`src/prr_pkg.sv`:
```
package prr_pkg;

  // Field widths
  localparam int COORD_BITS = 24;
  localparam int ANGLE_BITS = 16;
  localparam int GUARD      = 16;

  // Datapath widths: the sign-extended coordinate, 16 guard bits, room for the
  // CORDIC gain of about 1.65 and for a rotated vector that is sqrt(2) longer
  localparam int EXT_W = COORD_BITS + 1;
  localparam int DP_W  = COORD_BITS + GUARD + 3;
  localparam int Z_W   = 35;
  localparam int A_W   = 14;
  localparam int MAG_W = 13;

  // Iteration count
  localparam int ITERATIONS     = 20;
  localparam int MAX_ITERATIONS = 32;

  // Angle units are 1/64 degree
  localparam int FULL_TURN    = 23040;
  localparam int HALF_TURN    = 11520;
  localparam int QUARTER_TURN = 5760;

  // round(2^40 * pi / 11520): one angle unit in 2^-40 rad
  localparam logic [28:0] RAD_PER_UNIT = 29'd299845282;
  // CORDIC gain 0.60725293500888 in Q0.32
  localparam logic [31:0] GAIN_Q32     = 32'd2608131496;

  typedef struct packed {
    logic signed [COORD_BITS-1:0] x_in;
    logic signed [COORD_BITS-1:0] y_in;
    logic signed [ANGLE_BITS-1:0] angle_deg;
  } req_t;

  typedef struct packed {
    logic signed [COORD_BITS-1:0] x_out;
    logic signed [COORD_BITS-1:0] y_out;
    logic                         saturated;
  } rsp_t;

  // After angle reduction: angle folded into +-90 degrees, point negated if folded
  typedef struct packed {
    logic signed [EXT_W-1:0] x;
    logic signed [EXT_W-1:0] y;
    logic signed [A_W-1:0]   a;
  } prep_t;

  // CORDIC working vector and residual angle in 2^-32 rad
  typedef struct packed {
    logic signed [DP_W-1:0] x;
    logic signed [DP_W-1:0] y;
    logic signed [Z_W-1:0]  z;
  } cordic_t;

  // round(atan(2^-i) * 2^32)
  function automatic logic [31:0] atan_q32(input int unsigned i);
    logic [31:0] r;
    case (i)
      0:  r = 32'd3373259426;
      1:  r = 32'd1991351318;
      2:  r = 32'd1052175346;
      3:  r = 32'd534100635;
      4:  r = 32'd268086748;
      5:  r = 32'd134174063;
      6:  r = 32'd67103403;
      7:  r = 32'd33553749;
      8:  r = 32'd16777131;
      9:  r = 32'd8388597;
      10: r = 32'd4194303;
      11: r = 32'd2097152;
      12: r = 32'd1048576;
      13: r = 32'd524288;
      14: r = 32'd262144;
      15: r = 32'd131072;
      16: r = 32'd65536;
      17: r = 32'd32768;
      18: r = 32'd16384;
      19: r = 32'd8192;
      20: r = 32'd4096;
      21: r = 32'd2048;
      22: r = 32'd1024;
      23: r = 32'd512;
      24: r = 32'd256;
      25: r = 32'd128;
      26: r = 32'd64;
      27: r = 32'd32;
      28: r = 32'd16;
      29: r = 32'd8;
      30: r = 32'd4;
      31: r = 32'd2;
      default: r = 32'd0;
    endcase
    return r;
  endfunction

endpackage

```
`src/prr_prep.sv`:
```
module prr_prep (
  input  logic          clk,
  input  logic          rst,
  input  logic          in_valid,
  output logic          in_ready,
  input  prr_pkg::req_t req,
  output logic          out_valid,
  input  logic          out_ready,
  output prr_pkg::prep_t prep
);

  localparam logic [16:0] TURN1 = 17'(prr_pkg::FULL_TURN);
  localparam logic [16:0] TURN2 = 17'(2 * prr_pkg::FULL_TURN);
  localparam logic [16:0] TURN3 = 17'(3 * prr_pkg::FULL_TURN);

  logic [16:0]                     a_pos;
  logic [14:0]                     a_turn;
  logic signed [15:0]              a_half;
  logic                            flip;
  logic signed [prr_pkg::EXT_W-1:0] x_ext;
  logic signed [prr_pkg::EXT_W-1:0] y_ext;
  prr_pkg::prep_t                  prep_next;
  logic                            valid;

  always_comb begin
    // Shift into positive range, then reduce to [0, 360) degrees
    a_pos = 17'(req.angle_deg) + TURN2;
    if (a_pos >= TURN3) begin
      a_turn = 15'(a_pos - TURN3);
    end else if (a_pos >= TURN2) begin
      a_turn = 15'(a_pos - TURN2);
    end else if (a_pos >= TURN1) begin
      a_turn = 15'(a_pos - TURN1);
    end else begin
      a_turn = 15'(a_pos);
    end

    // Map to (-180, 180]
    a_half = $signed({1'b0, a_turn});
    if (a_turn > 15'(prr_pkg::HALF_TURN)) begin
      a_half = a_half - 16'(prr_pkg::FULL_TURN);
    end

    // Fold beyond +-90 degrees by negating the point
    flip  = (a_half > prr_pkg::QUARTER_TURN) || (a_half < -prr_pkg::QUARTER_TURN);
    x_ext = prr_pkg::EXT_W'(req.x_in);
    y_ext = prr_pkg::EXT_W'(req.y_in);

    prep_next.x = flip ? -x_ext : x_ext;
    prep_next.y = flip ? -y_ext : y_ext;
    if (a_half > prr_pkg::QUARTER_TURN) begin
      prep_next.a = prr_pkg::A_W'(a_half - 16'(prr_pkg::HALF_TURN));
    end else if (a_half < -prr_pkg::QUARTER_TURN) begin
      prep_next.a = prr_pkg::A_W'(a_half + 16'(prr_pkg::HALF_TURN));
    end else begin
      prep_next.a = prr_pkg::A_W'(a_half);
    end
  end

  assign in_ready  = ~valid | out_ready;
  assign out_valid = valid;

  always_ff @(posedge clk) begin
    if (rst) begin
      valid <= 1'b0;
    end else if (in_ready) begin
      valid <= in_valid;
    end
  end

  always_ff @(posedge clk) begin
    if (in_ready && in_valid) begin
      prep <= prep_next;
    end
  end

endmodule

```
`config.mk`:
```
export PLATFORM = sky130hd
export DESIGN_NAME = prr_prep
export DESIGN_NICKNAME = d
export VERILOG_FILES = /design/src/prr_pkg.sv /design/src/prr_prep.sv
export SDC_FILE = /design/constraint.sdc
export NUM_CORES = 1
export LEC_CHECK = 0
export BUFFER_PORTS_ARGS = -buffer_cell sky130_fd_sc_hd__buf_2
export CAP_MARGIN = 0
export CORE_MARGIN = 1
export CORE_UTILIZATION = 58
export DETAILED_ROUTE_END_ITERATION = 10
export PLACE_DENSITY = 0.88
export SYNTH_ARGS = -nofsm -noshare
export SYNTH_HDL_FRONTEND = slang
export SYNTH_SLANG_ARGS = --single-unit
export TNS_END_PERCENT = 100
```
`constraint.sdc`:
```
create_clock -name clk -period 22.1 [get_ports clk]
set_input_delay 5.525 -clock clk [delete_from_list [all_inputs] [get_ports clk]]
set_output_delay 5.525 -clock clk [all_outputs]
set_load 0.02 [all_outputs]
```
### Yosys cells after proc, flatten, opt, wreduce, memory -nomap -nowiden

Cells that the tools add are included.

| operators by class | value |
|---|---|
| $add $sub $neg | 9 |
| $lt $le $gt $ge | 6 |
| muxes and demuxes | 8 |
| bitwise gates (word level) | 2 |
| reduce and logical (&&, ||, !) cells | 2 |

Operator list:

| cell | number |
|---|---|
| 25-bit 2-to-1 mux | 2 |
| 24-bit negator with 25-bit output | 2 |
| 15-bit 2-to-1 mux | 3 |
| 14-bit 2-to-1 mux | 2 |
| 17-bit by 16-bit adder with 17-bit output (second input constant) | 1 |
| 17-bit by 15-bit >= comparator with 1-bit output (second input constant) | 1 |
| 17-bit by 16-bit >= comparator with 1-bit output (second input constant) | 1 |
| 17-bit >= comparator (second input constant) | 1 |
| 16-bit by 14-bit greater-than comparator with 1-bit output (second input constant) | 1 |
| 16-bit by 14-bit less-than comparator with 1-bit output (second input constant) | 1 |
| 16-bit 2-to-1 mux | 1 |
| 15-bit by 15-bit subtractor with 16-bit output (second input constant) | 1 |
| 15-bit by 14-bit greater-than comparator with 1-bit output (second input constant) | 1 |
| 15-bit by 12-bit subtractor with 15-bit output (second input constant) | 1 |
| 15-bit by 14-bit subtractor with 15-bit output (second input constant) | 1 |
| 15-bit subtractor (second input constant) | 1 |
| 14-bit adder (second input constant) | 1 |
| 14-bit subtractor (second input constant) | 1 |
| 1-bit logical AND | 1 |
| 1-bit logical OR | 1 |
| 1-bit NOT | 1 |
| 1-bit OR | 1 |

| word-level totals | value |
|---|---|
| register bits | 65 |
| input bits | 68 |
| output and inout bits | 66 |
| logic and storage cells | 31 |

### Longest topological paths before layout

Gate-level depths: netlist of the first run.

| depth | value |
|---|---|
| depth in word-level cells | 10 |
| gate-level depth with buffers | 27 |
| mapped depth without buffers | 22 |

### Least setup slack after synthesis of the first run

Ideal clock, no wire load.

| path | value |
|---|---|
| kind | input -> output |
| from | in out_ready |
| to | out in_ready |
| arrival | 5756 ps |
| required time | 16575 ps |
| slack | 10819 ps |
| stages | 1 |
| buffers on the path | 0 |
| path through | nand2b_1 |

| on the way | value |
|---|---|
| word-level cells in the longest chain between the ends | 1 |

Ends and longest elaborated chain:

| item | RTL line | source |
|---|---|---|
| start, declared | prr_prep.sv:8 | `input logic out_ready,` |
| 1-bit OR | prr_prep.sv:60 | `assign in_ready = ~valid \| out_ready;` |
| end, declared | prr_prep.sv:5 | `output logic in_ready,` |

No other way between the ends.

==> impl_metrics.tcl, run 1 <==
set metrics [dict create \
    ys_ff_latch 65 \
    min_period_ns 11.71 \
    root_buffer "clkbuf_8" \
    crit_family "simple AND/OR/NAND/NOR gates" \
    synth.top_cells.by_area "edfxtp_1, xor2_1, a21oi_1" \
    grt_pass1_vias 4540 \
    cts_tree "yes" \
    synth_top_area_cell "edfxtp_1" \
    postRouteWirelength_microns 14400 \
    leakagePower_nw 2.36 \
    antenna_found_initial 0 \
    insertion_delay_ns 0.34 \
    cp-start-kind "input port" \
    yosysMostFrequentCell "edfxtp_1" \
    worstPathArrival_ns 11.80 \
    slew_headroom_pct 44.4 \
    avgRoutedWirePerCell_microns 19.7 \
    cpMaxStageDelayCell "or4b_1" \
    cts-buffers-inserted 9 \
    synth_top_area_share_pct 38.9 \
    r2r_slack_ns 20.51 \
    hp-class "flip-flop to flip-flop" \
    yosys-top-cells-count "edfxtp_1, a21oi_1, xor2_1" \
    endpoint "prep[63]" \
    first_iter_violations 385 \
    track_usage_pct 32.8 \
    setup_viol 0 \
    syn_area_sq_um 4940 \
    grt_pass1_wl_microns 22300 \
    post_cts_resized 0 \
    final_nets 707 \
    areaGrowthSynthToFinish_pct 18.4 \
    cts_buffer_depth 2 \
    die_h_microns 94.3 \
    worstPathRequired_ns 22.19 \
    grt_max_degree 65 \
    portBuffers 133 \
    hold_viol 0 \
    hpwlAfterDp_microns 10400 \
    reg2reg_from "out_valid" \
    finalMaxSlewViolations 0 \
    fin_skew_ns 0.00841 \
    ys_warn_count 0 \
    ctsHoldBuffers 0 \
    drv_cap 0 \
    power_density_nw_per_um2 109 \
    peakVddDrop_mv 0.0507 \
    die_area_sq_um 8890 \
    synth_edf_count 64 \
    start_util_pct 60.1 \
    core_sq_um 8220 \
    r2r_cells 3 \
    fin_crit_sh_pct 53.0 \
    path_common_cell "ha_1" \
    tns_ns 0 \
    vias_per_cell 6.55 \
    drive_above_1_share_pct 28.5 \
    synth_ff_type "edfxtp_1" \
    path_max_fanout 18 \
    htree_levels 3 \
    r2r-end "prep[53]" \
    critPathKind "input port to flip-flop" \
    crit_chain "buf_2 -> inv_1 -> ha_1 -> or4b_1 -> or4_4 -> and3_1 -> o32a_1 -> o211ai_1 -> inv_1 -> ha_1 -> a21oi_1 -> nor2_1 -> mux2_4 -> nand3_1 -> nand3_1 -> ha_1 -> a21o_1 -> o311ai_0 -> o21ai_0 -> o2111ai_2 -> nand2_1 -> nor2_1 -> mux2_2" \
    post-cts-setup-buffers 0 \
    synth-async-reset-ratio_pct 0 \
    antenna_cells 0 \
    rsz0062_at_grt "false" \
    ioPinCount 134 \
    cp-end-kind "flip-flop" \
    die_w_microns 94.3 \
    crit_cells 23 \
    synth_area_per_cell_sq_um 9.86 \
    clock_sinks 65 \
    rows 33 \
    vias 4798 \
    crit_buf_inv 3 \
    max_stage_delay_ns 0.58 \
    dr.pass1.iters 5 \
    drc 0 \
    startpoint "req[10]" \
    ys_types 77 \
    grt_overflow 0 \
    fillers 603 \
    final_antenna_net_count 0 \
    finish.utilization_pct 71.2 \
    syn_inst 501 \
    fmax_ghz 0.0854 \
    syn_nets 585 \
    cts.clk_slew.worst_paths_ns 0.08 \
    run_status "complete, no violations" \
    gp_congestion 0.992 \
    worstMarginPinSlew_ns 0.827 \
    synth_seq_area_share_pct 39.3 \
]
cells in the final DEF (no fill, tap or decap), drive strengths merged, types with 10 or more instances in the layout:
cell and n:
nor4 13, buf 135, xnor2 21, xor2 39
nand3 12, nor3 25, nand2 23, a21oi 51
ha 16, nor2 33, edfxtp 64, o21ai 21
or4 10, inv 17
area by class of cell:
| type | count | area, sq um | share of cell area [%] |
|---|---|---|---|
| clock buffers | 9 | 124 | 2.12 |
| well taps | 105 | 131 | 2.25 |
| flip-flops and latches | 65 | 1940 | 33.2 |
| clock inverters | 7 | 93.8 | 1.60 |
| multi-input cells | 396 | 2820 | 48.2 |
| repair buffers | 135 | 681 | 11.6 |
| inverters | 16 | 60.1 | 1.03 |
layer usage:
| metal | wire [microns] | vias to the layer above | GRT usage (%) |
|---|---|---|---|
| met5 | 0 | - | 0 |
| met4 | 622 | 0 | 16.9 |
| met3 | 1290 | 56 | 6.80 |
| met2 | 7040 | 313 | 56.2 |
| met1 | 5450 | 2228 | 38.4 |
| li1 | - | 2201 | - |
where the power goes:
part | switching [mW] | total, mW | leakage (nW) | internal [mW]
combinational | 0.205 | 0.319 | 1.63 | 0.114
clock | 0.0481 | 0.112 | 0.107 | 0.0635
sequential | 0.0106 | 0.206 | 0.628 | 0.196
total | 0.264 | 0.637 | 2.36 | 0.373
metrics by stage:
step / hold WS (ns) / cell area (sq um) / setup WS [ns] / total power, mW / std cells
after floorplan: 0.729 / 4940 / 10.82 / 0.438 / 501
after CTS: 0.522 / 5850 / 10.51 / 0.630 / 733
after global placement: 0.487 / 5630 / 10.49 / 0.508 / 717
after global routing: 0.568 / 5850 / 9.91 / 0.667 / 733
after detailed placement: 0.513 / 5630 / 10.17 / 0.518 / 717
final: 0.520 / 5850 / 10.39 / 0.637 / 733
worst min-delay path by stage:
stage | startpoint | to | slack [ns] | cells after the start
CTS | out_valid | out_valid | 0.52 | 2
global placement | out_valid | out_valid | 0.49 | 2
floorplan | out_valid | out_valid | 0.73 | 2
detailed placement | out_valid | out_valid | 0.51 | 2
finish | out_valid | out_valid | 0.52 | 2
global route | out_valid | out_valid | 0.57 | 2
tightest hold or removal path: stages, from the launching register on:
cell,delay [ns]
dfxtp_1,0.31
nand2b_1,0.09
a21oi_1,0.07
sequential cells by signal, summed over array words and instances (netlist names):
signal / flops
prep: 64
out_valid: 1
cells by family (layout without fill, tap and decap cells):
group,Yosys count,in the layout,share of synthesized area (%)
AO/OA/AOI/OAI,154,154,22.2
AND/OR/NAND/NOR,156,156,17.8
buffers and inverters,40,167,3.72
adder cells (fa/ha/maj),16,16,4.05
XOR/XNOR,60,60,10.6
multiplexers,10,10,2.28
flip-flops,65,65,39.3
Note: power is estimated with default switching activity, not from simulation.
==> run 2: changes to the inputs <==
--- a/config.mk
+++ b/config.mk
@@ -5,12 +5,13 @@
 export SDC_FILE = /design/constraint.sdc
 export NUM_CORES = 1
 export LEC_CHECK = 0
+export ABC_AREA = 1
 export BUFFER_PORTS_ARGS = -buffer_cell sky130_fd_sc_hd__buf_2
 export CAP_MARGIN = 0
 export CORE_MARGIN = 1
-export CORE_UTILIZATION = 58
+export CORE_UTILIZATION = 54
 export DETAILED_ROUTE_END_ITERATION = 10
-export PLACE_DENSITY = 0.88
+export PLACE_DENSITY = 0.82
 export SYNTH_ARGS = -nofsm -noshare
 export SYNTH_HDL_FRONTEND = slang
 export SYNTH_SLANG_ARGS = --single-unit
==> constraint.sdc (replaced) <==
create_clock -name clk -period 10.9 [get_ports clk]
set_input_delay 2.725 -clock clk [delete_from_list [all_inputs] [get_ports clk]]
set_output_delay 2.725 -clock clk [all_outputs]
set_load 0.02 [all_outputs]
==> impl_metrics.tcl, run 2 <==
set metrics [dict create \
    run_status "complete, no violations" \
    post_cts_resized 0 \
    grt_pass1_vias 4712 \
    synth_seq_area_share_pct 37.0 \
    fmax_ghz 0.134 \
    core_sq_um 9330 \
    vias_per_cell 5.29 \
    path_common_cell "nand2_1" \
    regArea_sq_um 1940 \
    slew_headroom_pct 45.0 \
    die_area_sq_um 10100 \
    grt_use_met3_pct 3.26 \
    avgRoutedWirePerCell_microns 13.4 \
    start_util_pct 56.2 \
    synth_top_area_share_pct 36.7 \
    gr-max-usage-layer "met2" \
    final_antenna_net_count 0 \
    synth_top_area_cell "edfxtp_1" \
    cts_tree "yes" \
    min_period_ns 7.47 \
    finish.utilization_pct 66.2 \
    hp-class "flip-flop to flip-flop" \
    post-cts-setup-buffers 0 \
    grt_overflow 0 \
    rsz0062_at_grt "false" \
    tns_ns 0 \
    hpwlAfterDp_microns 9410 \
    leakagePower_nw 2.96 \
    yosysMostFrequentCell "nand2_1" \
    yosys-top-cells-count "nand2_1, nand3_1, edfxtp_1" \
    ioPinCount 134 \
    portBuffers 133 \
    worstPathArrival_ns 7.56 \
    track_usage_pct 26.1 \
    syn_inst 685 \
    hold_viol 0 \
    drc 0 \
    cp-end-kind "flip-flop" \
    drv_cap 0 \
    path_max_fanout 54 \
    fin_skew_ns 0.0123 \
    met2_usage_pct 45.2 \
    use_met1_pct 31.9 \
    root_buffer "clkbuf_8" \
    grt_pass1_wl_microns 21000 \
    insertion_delay_ns 0.35 \
    cpMaxStageDelayCell "nand2_4" \
    power_density_nw_per_um2 204 \
    antenna_found_initial 0 \
    grt_max_degree 65 \
    critPathKind "input port to flip-flop" \
    ys_ff_latch 65 \
    synth_edf_count 64 \
    multi_input_area_sq_um 2960 \
    gp_congestion 0.926 \
    syn_nets 769 \
    cts_buffer_depth 2 \
    worstPathRequired_ns 10.99 \
    vias 5011 \
    largest_reg_flops 64 \
    setup_viol 0 \
    finalMaxSlewViolations 0 \
    clock_sinks 65 \
    top_register "prep" \
    dr.pass1.iters 5 \
    die_h_microns 101 \
    setup_ws_ns 3.43 \
    holdPathStages 2 \
    final_cell_mix "nand2_1, buf_2, nand3_1" \
    synth-async-reset-ratio_pct 0 \
    areaGrowthSynthToFinish_pct 17.8 \
    pre_cts_ws_ns 3.15 \
    synth_area_per_cell_sq_um 7.65 \
    final_common_cell "nand2_1" \
    ys_types 36 \
    ys_warn_count 0 \
    rows 35 \
    htree_levels 3 \
    first_iter_violations 298 \
    die_w_microns 101 \
    fillers 827 \
    r2r_cells 2 \
    synth_ff_type "edfxtp_1" \
    postRouteWirelength_microns 12700 \
    antenna_cells 0 \
    cp-start-kind "input port" \
    max_stage_delay_ns 0.49 \
    final_nets 898 \
    peakVddDrop_mv 0.144 \
    ctsHoldBuffers 0 \
    drive_above_1_share_pct 27.7 \
    fin_crit_sh_pct 68.5 \
    syn_area_sq_um 5240 \
    worstMarginPinSlew_ns 0.824 \
    synth.top_cells.by_area "edfxtp_1, nand2_1, nand3_1" \
    cts.clk_slew.worst_paths_ns 0.08 \
    cts-buffers-inserted 9 \
]
## run 2: area by class of cell
class                   instances  area share, %
clock inverters                 7           1.22
multi-input cells             540           47.9
inverters                      64           3.93
clock buffers                   9           2.01
repair buffers                134           10.9
well taps                     129           2.61
flip-flops and latches         65           31.4
## run 2: cell families (layout without fill, tap and decap cells)
group                    after synthesis  after routing  synth area share [%]
XOR/XNOR                              56             56                  9.36
flip-flops                            65             65                  37.0
AND/OR/NAND/NOR                      441            441                  39.9
AO/OA/AOI/OAI                         27             27                  3.13
buffers and inverters                 80            214                  6.73
adder cells (fa/ha/maj)               16             16                  3.82
## run 2: power by group
part	internal, mW	switching [mW]
combinational	0.194	0.452
clock	0.108	0.107
sequential	0.379	0.0183
## run 2: worst max-delay path, delay by kind of cell
family	cells	cell delay (ns)
buf+inv	5	0.55
simple gates	21	2.89
fa+ha+maj	3	0.85
compound gates	4	0.49
## run 2: path summary, 6_finish.rpt
path	from	to	slack [ns]
hold / removal	out_valid	out_valid	0.55
hold reg to reg	out_valid	out_valid	0.55
setup reg to reg	out_valid	prep[4]	9.34
setup / recovery	req[10]	prep[58]	3.43
## run 2: through the flow
| step | hold slack (ns) | power, mW | cell area, sq um | instances |
|---|---|---|---|---|
| finish | 0.546 | 1.26 | 6180 | 948 |
| global route | 0.594 | 1.35 | 6180 | 948 |
| CTS | 0.547 | 1.26 | 6180 | 948 |
| detailed placement | 0.536 | 1.04 | 5980 | 932 |
| global placement | 0.504 | 1.02 | 5980 | 932 |
| floorplan | 0.705 | 0.910 | 5240 | 685 |
## run 2: per-layer routing
| metal | part of all wire [%] | wire (microns) | vias to the layer above |
|---|---|---|---|
| met4 | 3.3 | 423 | 0 |
| met5 | 0 | 0 | - |
| met3 | 6.7 | 859 | 33 |
| met1 | 41 | 5160 | 2278 |
| li1 | - | - | 2494 |
| met2 | 49 | 6290 | 206 |
==> run 3: changes to the inputs <==
==> constraint.sdc (replaced) <==
create_clock -name clk -period 7.22 [get_ports clk]
set_input_delay 1.805 -clock clk [delete_from_list [all_inputs] [get_ports clk]]
set_output_delay 1.805 -clock clk [all_outputs]
set_load 0.02 [all_outputs]
==> impl_metrics.tcl, run 3 (synthesized netlist as in run 2, its figures left out) <==
set metrics [dict create \
    worstMarginPinSlew_ns 0.828 \
    portBuffers 133 \
    slew_headroom_pct 44.8 \
    path_common_cell "nand2_1" \
    cts.clk_slew.worst_paths_ns 0.07 \
    insertion_delay_ns 0.35 \
    die_w_microns 101 \
    ctsHoldBuffers 0 \
    run_status "complete, no violations" \
    drive_above_1_share_pct 27.8 \
    dr.pass1.iters 5 \
    tns_ns 0 \
    root_buffer "clkbuf_8" \
    post_cts_resized 0 \
    antenna_cells 0 \
    cts_buffer_depth 2 \
    largest_reg_flops 64 \
    seqPwrFrac_pct 30.9 \
    power_density_nw_per_um2 310 \
    rows 35 \
    postRouteWirelength_microns 12500 \
    hold_viol 0 \
    hpwlAfterDp_microns 9320 \
    combPwrFrac_pct 50.5 \
    first_iter_violations 250 \
    clock_sinks 65 \
    setup_viol 0 \
    grt_pass1_vias 4585 \
    hp-class "flip-flop to flip-flop" \
    cts_tree "yes" \
    areaGrowthSynthToFinish_pct 18.4 \
    worstPathArrival_ns 6.27 \
    drv_cap 0 \
    worstPathRequired_ns 7.32 \
    peakVddDrop_mv 0.170 \
    dp_cells 933 \
    cpMaxStageDelayCell "nand2_4" \
    fin_crit_sh_pct 85.5 \
    die_h_microns 101 \
    ioPinCount 134 \
    whs_ns 0.578 \
    start_util_pct 56.2 \
    avgRoutedWirePerCell_microns 13.1 \
    die_area_sq_um 10100 \
    p_int_mw 1.07 \
    power_switching_mw 0.859 \
    top_register "prep" \
    cp-start-kind "input port" \
    fin_skew_ns 0.0125 \
    rsz0062_at_grt "false" \
    switching_share_pct 44.6 \
    final_common_cell "nand2_1" \
    grt_max_degree 65 \
    vias_per_cell 5.23 \
    cts-buffers-inserted 9 \
    path_max_fanout 53 \
    antenna_found_initial 0 \
    max_stage_delay_ns 0.45 \
    fmax_ghz 0.162 \
    htree_levels 3 \
    critPathKind "input port to flip-flop" \
    finalMaxSlewViolations 0 \
    final_cell_mix "nand2_1, buf_2, nand3_1" \
    final_nets 899 \
    finalNonFillerCells 949 \
    min_period_ns 6.17 \
    cp-end-kind "flip-flop" \
    track_usage_pct 25.1 \
    grt_overflow 0 \
    grt_pass1_wl_microns 20200 \
    leakagePower_nw 2.98 \
    final_antenna_net_count 0 \
    drc 0 \
    post-cts-setup-buffers 0 \
    core_sq_um 9330 \
    pwr-share-clk_pct 18.6 \
    gp_congestion 0.922 \
    vias 4963 \
]
-- run 3: stage by stage --
stage / total power [mW] / utilization, % / setup WS [ns] / instance area, sq um
2_1_floorplan: 1.37 / - / 1.65 / 5240
3_3_place_gp: 1.55 / 64.2 / 0.868 / 5990
3_5_place_dp: 1.57 / 64.2 / 0.720 / 5990
4_1_cts: 1.93 / 66.6 / 1.09 / 6210
5_1_grt: 2.07 / 66.6 / 0.550 / 6210
6_report: 1.93 / 66.6 / 1.05 / 6210
-- run 3: worst paths after layout --
| path | startpoint | to | slack [ns] | cells after the start |
|---|---|---|---|---|
| min | out_valid | out_valid | 0.58 | 2 |
| min reg2reg | out_valid | out_valid | 0.58 | 2 |
| max reg2reg | out_valid | prep[63] | 5.66 | 2 |
| max | req[10] | prep[58] | 1.05 | 33 |
-- run 3: area by class of cell --
cell class,count,area (sq um)
Fill cell,832,3120
Multi-Input combinational cell,540,2960
Sequential cell,65,1940
Timing Repair Buffer,135,681
Inverter,64,243
Tap cell,129,161
Clock buffer,9,124
Clock inverter,7,100
-- run 3: power by group through the flow --
stage	clock network (mW)	registers [mW]	logic [mW]
floorplan	0	0.737	0.637
global route	0.379	0.604	1.09
CTS	0.365	0.596	0.972
finish	0.357	0.596	0.972
detailed placement	0	0.605	0.968
global placement	0	0.603	0.951
-- run 3: routing by layer --
metal,up-vias,part of all wire [%],global-route usage [%]
met5,-,0,0
met4,0,2.9,11.5
met3,35,5.8,4.44
met2,184,49,42.9
met1,2264,43,31.0
li1,2480,-,-
-- run 3: critical path, delay by kind of cell --
family	cells	cell delay (ns)
compound gates	2	0.25
fa+ha+maj	3	0.76
buf+inv	3	0.41
simple gates	25	3.03
